<file path="config.mk">
export PLATFORM = sky130hd
export DESIGN_NAME = fifo_level_rate_trim_core_flat
export DESIGN_NICKNAME = d
export VERILOG_FILES = /design/src/fltr_pkg.sv /design/src/fltr_item_if.sv /design/src/fltr_result_if.sv /design/src/fltr_cfg_if.sv /design/src/fifo_level_rate_trim_core.sv /design/src/fltr_cfg_regs.sv /design/src/fltr_track.sv /design/src/fltr_cfg_regs_dummy_guard.sv /design/src/flat_wrapper.sv
export SDC_FILE = /design/constraint.sdc
export NUM_CORES = 1
export LEC_CHECK = 0
export ABC_AREA = 1
export BUFFER_PORTS_ARGS = -buffer_cell sky130_fd_sc_hd__buf_4
export CAP_MARGIN = 20
export CORE_ASPECT_RATIO = 1.4
export CORE_MARGIN = 5
export CORE_UTILIZATION = 55
export CTS_CLUSTER_DIAMETER = 200
export DETAILED_ROUTE_END_ITERATION = 16
export GPL_TIMING_DRIVEN = 0
export PLACE_DENSITY = 0.77
export SLEW_MARGIN = 10
export SYNTH_ARGS = -nofsm -noshare
export SYNTH_HDL_FRONTEND = slang
export SYNTH_SLANG_ARGS = --single-unit
</file>
<file path="constraint.sdc">
create_clock -name clk -period 5.3 [get_ports clk]
set_clock_uncertainty 0.15 [all_clocks]
set_input_delay 0.795 -clock clk [delete_from_list [all_inputs] [get_ports clk]]
set_output_delay 0.795 -clock clk [all_outputs]
set_load 0.01 [all_outputs]
</file>
<file path="src/fltr_pkg.sv">
// ----------------------------------------------------------------------------
// fltr_pkg
// shared types, register indexes and trim codes for the fill level rate trim
// ----------------------------------------------------------------------------
package fltr_pkg;

  // width of the internal fill level
  localparam int LEVEL_BITS = 16;
  // width used for threshold compares (covers both level and threshold)
  localparam int CMP_BITS   = (LEVEL_BITS > 16) ? LEVEL_BITS : 16;

  localparam int FILL_BITS  = 16;
  localparam int IDX_BITS   = 8;
  localparam int DATA_BITS  = 16;

  typedef logic [LEVEL_BITS-1:0] level_t;
  typedef logic [7:0]            count_t;
  typedef logic signed [1:0]     speed_t;
  typedef logic [IDX_BITS-1:0]   cfg_idx_t;
  typedef logic [DATA_BITS-1:0]  cfg_data_t;

  // register indexes
  localparam cfg_idx_t REG_LOW_THRESHOLD  = 8'd0;
  localparam cfg_idx_t REG_HIGH_THRESHOLD = 8'd1;
  localparam cfg_idx_t REG_WINDOW_LEN     = 8'd2;
  localparam cfg_idx_t REG_SETTLE_COUNT   = 8'd3;

  // register reset values
  localparam logic [15:0] LOW_THRESHOLD_RST  = 16'd96;
  localparam logic [15:0] HIGH_THRESHOLD_RST = 16'd240;
  localparam count_t      WINDOW_LEN_RST     = 8'd8;
  localparam count_t      SETTLE_COUNT_RST   = 8'd4;

  // trim codes
  localparam speed_t SPEED_SLOWER  = 2'sb11;
  localparam speed_t SPEED_NOMINAL = 2'sb00;
  localparam speed_t SPEED_FASTER  = 2'sb01;

  localparam count_t COUNT_MAX = 8'hFF;

  typedef struct packed {
    logic [15:0] low_threshold;
    logic [15:0] high_threshold;
    count_t      window_len;
    count_t      settle_count;
  } cfg_t;

  // outcome of one item passed from the tracker to the result stage
  typedef struct packed {
    logic   emit;
    speed_t speed;
  } decision_t;

endpackage

</file>
<file path="src/fltr_item_if.sv">
// ----------------------------------------------------------------------------
// fltr_item_if
// input channel: one fill reading with its active flag per word
// ----------------------------------------------------------------------------
interface fltr_item_if;
  logic        valid;
  logic        ready;
  logic        active;
  logic [15:0] fill_bytes;

  modport source (output valid, output active, output fill_bytes, input ready);
  modport sink   (input valid, input active, input fill_bytes, output ready);
endinterface

</file>
<file path="src/fltr_result_if.sv">
// ----------------------------------------------------------------------------
// fltr_result_if
// output channel: one new speed trim per word
// ----------------------------------------------------------------------------
interface fltr_result_if;
  logic              valid;
  logic              ready;
  logic signed [1:0] speed_adjust;

  modport source (output valid, output speed_adjust, input ready);
  modport sink   (input valid, input speed_adjust, output ready);
endinterface

</file>
<file path="src/fltr_cfg_if.sv">
// ----------------------------------------------------------------------------
// fltr_cfg_if
// configuration write channel: register index and write data per word
// ----------------------------------------------------------------------------
interface fltr_cfg_if;
  logic        valid;
  logic        ready;
  logic [7:0]  index;
  logic [15:0] data;

  modport source (output valid, output index, output data, input ready);
  modport sink   (input valid, input index, input data, output ready);
endinterface

</file>
<file path="src/fifo_level_rate_trim_core.sv">
// ----------------------------------------------------------------------------
// fifo_level_rate_trim_core
// buffer fill level to resampler speed trim
//
// channel  | dir | payload                          | handshake
// ---------+-----+----------------------------------+------------
// item     | in  | active, fill_bytes[15:0]         | valid/ready
// result   | out | speed_adjust[1:0] signed         | valid/ready
// cfg      | in  | index[7:0], data[15:0]           | valid/ready
//
// an accepted word is held in the input register; when the result stage is
// free, it updates the tracker state and loads the result register, which
// offers the trim on the result channel when a new one is due; one word
// per cycle sustained while the result register is free
// the only limit is the single result register: while it holds an untaken
// trim, a word in the input register waits there and item.ready drops
// reset is synchronous, active high, and restores the configuration and
// tracker defaults and clears both valid flags
// ----------------------------------------------------------------------------
module fifo_level_rate_trim_core (
  input  logic          clk,
  input  logic          rst,
  fltr_item_if.sink     item,
  fltr_result_if.source result,
  fltr_cfg_if.sink      cfg
);
  import fltr_pkg::*;

  cfg_t      regs;
  decision_t decision;

  // input register
  logic        in_valid;
  logic        in_active;
  logic [15:0] in_fill;

  logic out_free;
  logic advance;

  // word leaves the input register when the result stage can take it
  assign advance    = in_valid && out_free;
  assign item.ready = !in_valid || out_free;

  always_ff @(posedge clk) begin
    if (rst) begin
      in_valid <= 1'b0;
    end else if (item.ready) begin
      in_valid <= item.valid;
    end
  end

  always_ff @(posedge clk) begin
    if (item.valid && item.ready) begin
      in_active <= item.active;
      in_fill   <= item.fill_bytes;
    end
  end

  // configuration registers
  fltr_cfg_regs u_cfg_regs (
    .clk  (clk),
    .rst  (rst),
    .cfg  (cfg),
    .regs (regs)
  );

  // minimum tracking and decision
  fltr_track u_track (
    .clk        (clk),
    .rst        (rst),
    .regs       (regs),
    .step       (advance),
    .active     (in_active),
    .fill_bytes (in_fill),
    .decision   (decision)
  );

  // result register, only loaded with a word when a settled decision gives a new trim
  fltr_out_stage u_out_stage (
    .clk            (clk),
    .rst            (rst),
    .load           (advance),
    .decision       (decision),
    .busy_next_free (out_free),
    .result         (result)
  );

endmodule

</file>
<file path="src/fltr_cfg_regs.sv">
// ----------------------------------------------------------------------------
// fltr_cfg_regs
// configuration register file, written through the config channel
// ----------------------------------------------------------------------------
module fltr_cfg_regs (
  input  logic         clk,
  input  logic         rst,
  fltr_cfg_if.sink     cfg,
  output fltr_pkg::cfg_t regs
);
  import fltr_pkg::*;

  assign cfg.ready = 1'b1;

  always_ff @(posedge clk) begin
    if (rst) begin
      regs.low_threshold  <= LOW_THRESHOLD_RST;
      regs.high_threshold <= HIGH_THRESHOLD_RST;
      regs.window_len     <= WINDOW_LEN_RST;
      regs.settle_count   <= SETTLE_COUNT_RST;
    end else if (cfg.valid && cfg.ready) begin
      case (cfg.index)
        REG_LOW_THRESHOLD:  regs.low_threshold  <= cfg.data;
        REG_HIGH_THRESHOLD: regs.high_threshold <= cfg.data;
        REG_WINDOW_LEN:     regs.window_len     <= cfg.data[7:0];
        REG_SETTLE_COUNT:   regs.settle_count   <= cfg.data[7:0];
        default: ;
      endcase
    end
  end

endmodule

</file>
<file path="src/fltr_track.sv">
// ----------------------------------------------------------------------------
// fltr_track
// windowed minimum tracking and trim decision, one item per step
// ----------------------------------------------------------------------------
module fltr_track (
  input  logic                clk,
  input  logic                rst,
  input  fltr_pkg::cfg_t      regs,
  input  logic                step,
  input  logic                active,
  input  logic [15:0]         fill_bytes,
  output fltr_pkg::decision_t decision
);
  import fltr_pkg::*;

  level_t run_min;
  level_t prev_min;
  count_t item_count;
  speed_t last_speed;
  logic   speed_known;

  level_t level;
  count_t cnt_inc;
  count_t cnt;
  logic   restart;
  level_t run_min_next;
  level_t prev_min_next;
  level_t lowest;
  logic [CMP_BITS-1:0] lowest_ext;
  logic [CMP_BITS-1:0] low_ext;
  logic [CMP_BITS-1:0] high_ext;
  speed_t trim;
  logic   decide;

  always_comb begin
    level   = LEVEL_BITS'({1'b0, fill_bytes[FILL_BITS-1:1]});
    cnt_inc = (item_count == COUNT_MAX) ? COUNT_MAX : item_count + 8'd1;
    restart = (level < run_min) || (cnt_inc >= regs.window_len);
    cnt     = restart ? '0 : cnt_inc;

    // a restart also copies the new minimum into the previous-window slot
    run_min_next  = restart ? level : run_min;
    prev_min_next = restart ? level : prev_min;
    decide        = (cnt >= regs.settle_count);

    lowest     = (run_min_next < prev_min_next) ? run_min_next : prev_min_next;
    lowest_ext = CMP_BITS'(lowest);
    low_ext    = CMP_BITS'(regs.low_threshold);
    high_ext   = CMP_BITS'(regs.high_threshold);

    if (lowest_ext <= low_ext) begin
      trim = SPEED_SLOWER;
    end else if (lowest_ext > high_ext) begin
      trim = SPEED_FASTER;
    end else begin
      trim = SPEED_NOMINAL;
    end

    decision.speed = trim;
    decision.emit  = active && decide && !(speed_known && (trim == last_speed));
  end

  always_ff @(posedge clk) begin
    if (rst) begin
      run_min     <= '1;
      prev_min    <= '0;
      item_count  <= '0;
      last_speed  <= SPEED_NOMINAL;
      speed_known <= 1'b0;
    end else if (step) begin
      if (!active) begin
        speed_known <= 1'b0;
        run_min     <= '1;
      end else begin
        run_min    <= run_min_next;
        prev_min   <= prev_min_next;
        item_count <= cnt;
        if (decision.emit) begin
          speed_known <= 1'b1;
          last_speed  <= trim;
        end
      end
    end
  end

endmodule

</file>
<file path="src/fltr_cfg_regs_dummy_guard.sv">
// ----------------------------------------------------------------------------
// fltr_out_stage
// result register: holds one trim word until the consumer takes it
// ----------------------------------------------------------------------------
module fltr_out_stage (
  input  logic                clk,
  input  logic                rst,
  input  logic                load,
  input  fltr_pkg::decision_t decision,
  output logic                busy_next_free,
  fltr_result_if.source       result
);
  import fltr_pkg::*;

  logic   valid;
  speed_t speed;

  // free to take a new word this cycle
  assign busy_next_free = !valid || result.ready;

  always_ff @(posedge clk) begin
    if (rst) begin
      valid <= 1'b0;
    end else if (load) begin
      valid <= decision.emit;
    end else if (result.ready) begin
      valid <= 1'b0;
    end
  end

  always_ff @(posedge clk) begin
    if (load && decision.emit) begin
      speed <= decision.speed;
    end
  end

  assign result.valid        = valid;
  assign result.speed_adjust = speed;

endmodule

</file>
<file path="src/flat_wrapper.sv">
// flat-port wrapper written by rule: the top's interface ports become plain ports
module fifo_level_rate_trim_core_flat import fltr_pkg::*;
  (clk, rst, item_valid, item_active, item_fill_bytes, item_ready, result_valid, result_speed_adjust, result_ready, cfg_valid, cfg_index, cfg_data, cfg_ready);
  fltr_item_if item_i ();
  fltr_result_if result_i ();
  fltr_cfg_if cfg_i ();
  input  logic clk;
  input  logic rst;
  input wire logic [$bits(item_i.valid)-1:0] item_valid;
  input wire logic [$bits(item_i.active)-1:0] item_active;
  input wire logic [$bits(item_i.fill_bytes)-1:0] item_fill_bytes;
  output wire logic [$bits(item_i.ready)-1:0] item_ready;
  output wire logic [$bits(result_i.valid)-1:0] result_valid;
  output wire logic [$bits(result_i.speed_adjust)-1:0] result_speed_adjust;
  input wire logic [$bits(result_i.ready)-1:0] result_ready;
  input wire logic [$bits(cfg_i.valid)-1:0] cfg_valid;
  input wire logic [$bits(cfg_i.index)-1:0] cfg_index;
  input wire logic [$bits(cfg_i.data)-1:0] cfg_data;
  output wire logic [$bits(cfg_i.ready)-1:0] cfg_ready;
  assign item_i.valid = item_valid;
  assign item_i.active = item_active;
  assign item_i.fill_bytes = item_fill_bytes;
  assign item_ready = item_i.ready;
  assign result_valid = result_i.valid;
  assign result_speed_adjust = result_i.speed_adjust;
  assign result_i.ready = result_ready;
  assign cfg_i.valid = cfg_valid;
  assign cfg_i.index = cfg_index;
  assign cfg_i.data = cfg_data;
  assign cfg_ready = cfg_i.ready;
  fifo_level_rate_trim_core u_core (.clk(clk), .rst(rst), .item(item_i), .result(result_i), .cfg(cfg_i));
endmodule
</file>
==> results of run 1 <==
## power by group
| part | leakage [nW] | internal (mW) | total, mW | switching [mW] |
|---|---|---|---|---|
| Sequential | 0.931 | 0.883 | 0.902 | 0.0195 |
| Combinational | 2.78 | 0.230 | 0.532 | 0.302 |
| Clock | 0.154 | 0.405 | 0.718 | 0.313 |
## tightest hold or removal path, stage by stage (launching register included)
cell and delay [ps]:
dfxtp_1 300, inv_1 60, nor3_1 50
## layer usage
metal	vias to the layer above	GRT usage, %	routed length (µm)
met5	-	0	0
met4	0	10.64	935
met3	82	3.191	1080
met2	240	46.80	9820
met1	2939	28.63	7105
li1	3052	-	-
## sequential cells by signal, indices dropped and copies added, names as in the netlist
signal and count:
u_core.in_active 1, u_core.in_fill 15, u_core.in_valid 1, u_core.u_cfg_regs.regs 48, u_core.u_out_stage.result.speed_adjust 2, u_core.u_out_stage.result.valid 1, u_core.u_track.item_count 8, u_core.u_track.last_speed 2
u_core.u_track.prev_min 16, u_core.u_track.run_min 16, u_core.u_track.speed_known 1
## what timing repair did
action                     in CTS  in global routing
setup endpoints to repair       8                  8
buffers inserted               24                  9
gates resized for setup       128                 74
pin swaps                      44                 21
gates cloned                    3                  0
## logic make-up (layout without fill, tap and decap cells)
| logic type | Yosys count | after routing | synth area share [%] |
|---|---|---|---|
| AND/OR/NAND/NOR | 267 | 267 | 17.78 |
| AO/OA/AOI/OAI | 229 | 229 | 18.97 |
| buffers and inverters | 176 | 275 | 10.68 |
| flip-flops | 111 | 111 | 37.43 |
| adder cells (fa/ha/maj) | 77 | 77 | 15.01 |
| other | 2 | 2 | 0.1170 |
## synthesized netlist by cell type (2+ instances only)
master,count
a211oi_1,2
a21oi_1,94
a31oi_1,3
buf_2,5
buf_4,3
clkbuf_1,20
conb_1,2
dfxtp_1,93
edfxtp_1,18
ha_1,77
inv_1,142
inv_2,4
nand2_1,156
nand2_4,2
nand3_1,29
nand4_1,8
nor2_1,52
nor2_2,2
nor3_1,4
o211ai_1,11
o21ai_0,97
o21ai_1,4
o22ai_1,15
or2_2,4
## final timing paths
| path | startpoint | endpoint | slack, ps | depth (start not counted) |
|---|---|---|---|---|
| setup / recovery | u_core.u_track.item_count[2] | u_core.u_out_stage.result.speed_adjust[1] | -710 | 40 |
| hold / removal | u_core.u_track.prev_min[15] | u_core.u_track.prev_min[15] | 310 | 2 |
| hold reg to reg | u_core.u_track.prev_min[15] | u_core.u_track.prev_min[15] | 310 | 2 |
| setup reg to reg | u_core.u_track.item_count[2] | u_core.u_out_stage.result.speed_adjust[1] | -710 | 40 |
## cell type report
class	instances	area, µm²
multi-input combinational	575	4230
fill	807	2804
sequential	111	2411
timing repair buffer	84	691.9
inverter	147	564.3
clock buffer	12	267.8
buffer	29	206.4
tap	144	180.2
clock inverter	3	40.04
==> results.py, run 1 <==
metrics = {
    "status": {
        "status": "complete, but fails checks",
        "violations": "negative setup slack",
    },
    "finish": {
        "fin_area_um2": 8592,
        "antenna_cells": 0,
        "layout.nets": 1080,
        "final_cell_mix": "133 x inv_1, 111 x nand2_1, 90 x dfxtp_1",
        "fin_cells": 1105,
        "final_common_cell": "inv_1",
        "layout-drive-gt1-share_pct": 26.85,
        "area_delta_synth_final_pct": 33.89,
        "fin_util_pct": 75.40,
    },
    "clock_tree": {
        "hold_buffers": 0,
        "htreeDepth": 3,
        "numCtsBuffers": 9,
        "cts_root_buf": "clkbuf_16",
        "clock_latency_ps": 350,
        "cts.clk_slew.worst_paths_ps": 70,
        "clock_path_buffers": 2,
        "cts.sinks": 111,
        "cts_tree": "built",
    },
    "detailed_routing": {
        "avgRoutedWirePerCell_um": 17.14,
        "wl_um": 18940,
        "drcViolationCount": 0,
        "drt-vias-per-instance": 5.713,
        "drt_iter0_markers": 384,
        "via_count": 6313,
        "dr.pass1.iters": 5,
        "drtAntennaViolNets": 0,
    },
    "floorplanning": {
        "core-area_um2": 11400,
        "dieArea_um2": 13960,
        "start_util_pct": 56.31,
        "io_pins": 51,
        "rows": 46,
        "die-width_um": 101.3,
        "dieHeight_um": 137.8,
    },
    "global_routing": {
        "grt_pass1_vias": 6061,
        "grt_overflow": 0,
        "grt_pass1_wl_um": 28010,
        "grt_use_total_pct": 25.25,
        "grt_max_degree": 17,
        "antenna_found_initial": 0,
    },
    "sta": {
        "setup_slack_ps": -712.1,
        "fmax_mhz": 166.3,
        "period_minus_slack_ps": 6012,
        "worst_hold_slack_ps": 305.7,
        "fin_crit_sh_pct": 113.4,
        "slew_headroom_pct": 60.21,
        "fin_setup_tns_ps": -4787,
        "worst_pin_slew_ps": 596.1,
        "rsz0062_at_grt": "true",
        "hold_violations": 0,
        "setup_viol": 8,
        "maxSlewViolCount": 0,
    },
    "synthesis": {
        "synth_edf_count": 18,
        "synth_cell_types": 39,
        "synthCells": 862,
        "yosysSeqAreaShare_pct": 37.43,
        "async_flop_share_pct": 0,
        "ys.flop_type": "dfxtp_1",
        "yosys_warnings": 0,
        "yosysTopAreaCellShare_pct": 29.01,
        "syn_area_um2": 6417,
        "synth_area_leaders": "dfxtp_1 29%, ha_1 15%, nand2_1 9.1%, edfxtp_1 8.4%, inv_1 8.3%",
        "syn_nets": 985,
        "yosys_register_bits": 111,
        "synth_area_leader_cell": "dfxtp_1",
        "syn_avg_cell_area_um2": 7.445,
    },
    "power": {
        "p_per_area_nw_per_um2": 250.5,
        "ir_drop_v": 0.0002290,
        "power.total_mw": 2.153,
        "p_leak_nw": 3.866,
    },
    "placed_design": {
        "port_buffers": 48,
        "dpl.hpwl_um": 11900,
        "place_congestion": 0.8578,
        "dpl_cell_area_um2": 7066,
        "place_ws_ps": -1349,
        "dp.cells": 1054,
    },
    "critical_path": {
        "critPathBufInv": 8,
        "endpoint_kind": "register",
        "critical_path_required_ps": 5220,
        "cpMaxStageDelayCell": "dfxtp_2",
        "path_max_fanout": 8,
        "critical_path_class": "reg -> reg",
        "cpMostUsedCell": "nand2_2",
        "crit_path_max_incr_delay_ps": 390,
        "cp.arrival_ps": 5930,
        "cp-start-kind": "register",
        "crit_family": "simple AND/OR/NAND/NOR gates",
    },
    "run": {
        "max-cap-violations": 0,
    },
    "min_path": {
        "hold_class": "reg -> reg",
    },
}
Power figures use the tool's default switching activity.
==> run 2, diff against run 1 <==
ABC_AREA = 0   (was 1)
==> run 2 against run 1 <==
  * The flow still finishes with violations (negative setup slack)
  * Worst setup slack lost 810 ps
  * Die area grew 1.4%
  * Via count shrank 5.3%
  * Flip-flop and latch count is the same
  * Sequential share of layout area grew 0.77 points
  * Power shrank 14%
  * First-iteration DRC count grew 31%
  * Wire length grew 1.0%
  * Global-route usage shrank 0.066 points
  * Combinational power shrank 41%
  * Maximum frequency shrank 12%
  * Sequential power shrank 1%
  * Critical path type unchanged
  * Critical endpoint unchanged
==> results.py, run 2 <==
metrics = {
    "placed_design": {
        "dpl.hpwl_um": 12910,
        "dp.cells": 937,
        "place_congestion": 0.9237,
        "port_buffers": 47,
    },
    "status": {
        "status": "complete, but fails checks",
        "violations": "negative setup slack",
    },
    "sta": {
        "worst_pin_slew_ps": 858.9,
        "worst_hold_slack_ps": 311.2,
        "maxSlewViolCount": 0,
        "hold_violations": 0,
        "setup_slack_ps": -1522,
        "period_minus_slack_ps": 6822,
        "slew_headroom_pct": 42.74,
        "rsz0062_at_grt": "true",
        "fmax_mhz": 146.6,
        "fin_crit_sh_pct": 128.7,
        "setup_viol": 7,
    },
    "floorplanning": {
        "rows": 47,
        "die-width_um": 102.0,
        "dieArea_um2": 14160,
        "dieHeight_um": 138.8,
        "io_pins": 51,
        "start_util_pct": 55.70,
        "core-area_um2": 11700,
    },
    "finish": {
        "largest_reg_flops": 48,
        "layout.nets": 958,
        "layout-drive-gt1-share_pct": 24.76,
        "reg.largest.list": "u_core.u_cfg_regs.regs (48), u_core.u_track.prev_min (16), u_core.u_track.run_min (16)",
        "final_cell_mix": "88 x dfxtp_1, 76 x buf_4, 73 x nor2_1",
        "area_delta_synth_final_pct": 28.43,
        "register_area_um2": 2414,
        "final_common_cell": "dfxtp_1",
        "multi_input_area_um2": 4327,
        "fill_cells": 826,
        "antenna_cells": 0,
        "fin_cells": 987,
        "largest_register": "u_core.u_cfg_regs.regs",
    },
    "clock_tree": {
        "cts.sinks": 111,
        "cts_root_buf": "clkbuf_16",
        "clock_path_buffers": 2,
        "cts_tree": "built",
        "clock_latency_ps": 360,
        "numCtsBuffers": 9,
        "htreeDepth": 3,
        "cts.clk_slew.worst_paths_ps": 70,
    },
    "synthesis": {
        "yosys_warnings": 0,
        "syn_area_um2": 6519,
        "yosysTopAreaCellShare_pct": 28.56,
        "synth_area_leaders": "dfxtp_1 29%, ha_1 15%, edfxtp_1 8.3%, mux2i_1 7.7%, a21oi_1 4.8%",
        "yosys_register_bits": 111,
        "synth_edf_count": 18,
        "synthCells": 743,
        "synth_common_cells": "93 x dfxtp_1, 77 x ha_1, 75 x nor2_1",
        "ys.flop_type": "dfxtp_1",
        "synth_area_leader_cell": "dfxtp_1",
        "async_flop_share_pct": 0,
        "post-synth-top-count-cell": "dfxtp_1",
        "yosysSeqAreaShare_pct": 36.85,
        "synth_cell_types": 56,
        "syn_avg_cell_area_um2": 8.774,
        "syn_nets": 866,
    },
    "critical_path": {
        "r2r_cells": 32,
        "r2r_start": "u_core.u_track.item_count[1]",
        "endpoint_kind": "register",
        "crit_path_max_incr_delay_ps": 400,
        "critical_path_required_ps": 5260,
        "path_max_fanout": 6,
        "critical_path_class": "reg -> reg",
        "timing.rr.end": "u_core.u_out_stage.result.speed_adjust[1]",
        "cp-start-kind": "register",
        "r2r_setup_slack_ps": -1520,
        "cp.arrival_ps": 6780,
        "cpMaxStageDelayCell": "or3_4",
    },
    "detailed_routing": {
        "avgRoutedWirePerCell_um": 19.38,
        "drtAntennaViolNets": 0,
        "via_count": 5978,
        "drt-vias-per-instance": 6.057,
        "dr.pass1.iters": 5,
        "drt_iter0_markers": 503,
        "routed.top_layer": "met4",
        "drcViolationCount": 0,
        "wl_um": 19130,
        "wl_met2_um": 10040,
        "drt-met1-wl_um": 7032,
        "wl_met3_um": 1096,
    },
    "global_routing": {
        "grt_overflow": 0,
        "grt_pass1_vias": 5898,
        "antenna_found_initial": 0,
        "grt_max_degree": 18,
        "grt_use_total_pct": 25.19,
        "grt_pass1_wl_um": 28420,
    },
    "min_path": {
        "hold_end": "u_core.u_track.prev_min[7]",
        "holdPathStages": 2,
        "hp-start": "u_core.u_track.prev_min[7]",
        "hold_class": "reg -> reg",
    },
    "power": {
        "p_leak_nw": 3.634,
        "ir_drop_v": 0.0001441,
        "p_per_area_nw_per_um2": 219.9,
        "power.total_mw": 1.841,
    },
    "run": {
        "max-cap-violations": 0,
    },
}
-- run 2: cell count changes in the layout (fill, tap and decap cells not counted), moves of 13 or more --
cell and delta:
o21ai_4 -13, nor2_1 +27, mux2i_1 +44, a21oi_1 -35, o21ai_0 -64, nand2b_1 +23
nand2_2 -27, nand2_4 -15, inv_1 -63, nand2_1 -42
-- run 2: critical path, delay by kind of cell (launching register included) --
kind | cells | cell delay (ps)
compound gates | 12 | 2230
xor+xnor | 1 | 100
buf+inv | 5 | 760
fa+ha+maj | 4 | 1020
mux | 1 | 350
flops | 1 | 370
simple gates | 9 | 1580
-- run 2: final cells by class --
type | count | share of cell area, %
multi-input cells | 529 | 51.68
clock inverters | 3 | 0.2391
clock buffers | 13 | 2.989
repair buffers | 82 | 8.160
plain buffers | 31 | 2.690
flip-flops and latches | 111 | 28.83
inverters | 71 | 3.213
well taps | 147 | 2.197
-- run 2: layer usage --
| layer | track usage [%] | vias up |
|---|---|---|
| li1 | - | 2771 |
| met5 | 0 | - |
| met2 | 45.63 | 260 |
| met1 | 28.40 | 2861 |
| met3 | 3.775 | 86 |
| met4 | 11.06 | 0 |
-- run 2: cells by family after synthesis --
| logic type | share of synthesized area, % |
|---|---|
| fa+ha+maj | 14.78 |
| simple gates | 16.53 |
| compound gates | 15.07 |
| xor+xnor | 0.4031 |
| mux | 9.923 |
| buf+inv | 6.334 |
| other cells | 0.1152 |
| flops | 36.85 |
-- run 2: worst max-delay path by stage --
stage	start	to	slack, ps	depth (start not counted)
4_1_cts	u_core.u_track.item_count[0]	u_core.u_out_stage.result.speed_adjust[1]	-1380	34
3_3_place_gp	u_core.u_track.item_count[0]	u_core.u_out_stage.result.speed_adjust[0]	-1870	34
6_report	u_core.u_track.item_count[1]	u_core.u_out_stage.result.speed_adjust[1]	-1520	32
3_5_place_dp	u_core.u_track.item_count[0]	u_core.u_out_stage.result.speed_adjust[1]	-2100	34
5_1_grt	u_core.u_track.item_count[1]	u_core.u_out_stage.result.speed_adjust[0]	-1750	34
2_1_floorplan	u_core.u_track.item_count[0]	u_core.u_out_stage.result.speed_adjust[0]	-940	31
-- run 2: power by group --
part | switching (mW) | internal [mW] | leakage (nW) | total (mW)
Sequential | 0.0175 | 0.872 | 0.930 | 0.890
Clock | 0.303 | 0.333 | 0.134 | 0.636
Combinational | 0.175 | 0.140 | 2.57 | 0.315
-- run 2: repair_timing --
action | in CTS | in global routing
setup buffers | 18 | 16
cloned | 1 | 0
endpoints found under the setup margin | 7 | 7
endpoints found under the hold margin | 0 | 0
gates resized for setup | 47 | 75
pin swaps | 25 | 40
hold buffers | 0 | 0
-- run 2: through the flow --
stage	TNS, ps	utilization, %	setup slack [ps]	area [µm²]
global placement	-10790	61.16	-1869	7157
CTS	-8070	67.13	-1377	7856
floorplan	-4743	-	-939.2	6620
global route	-10410	71.54	-1748	8372
detailed placement	-11980	61.16	-2096	7157
finish	-8739	71.54	-1522	8372
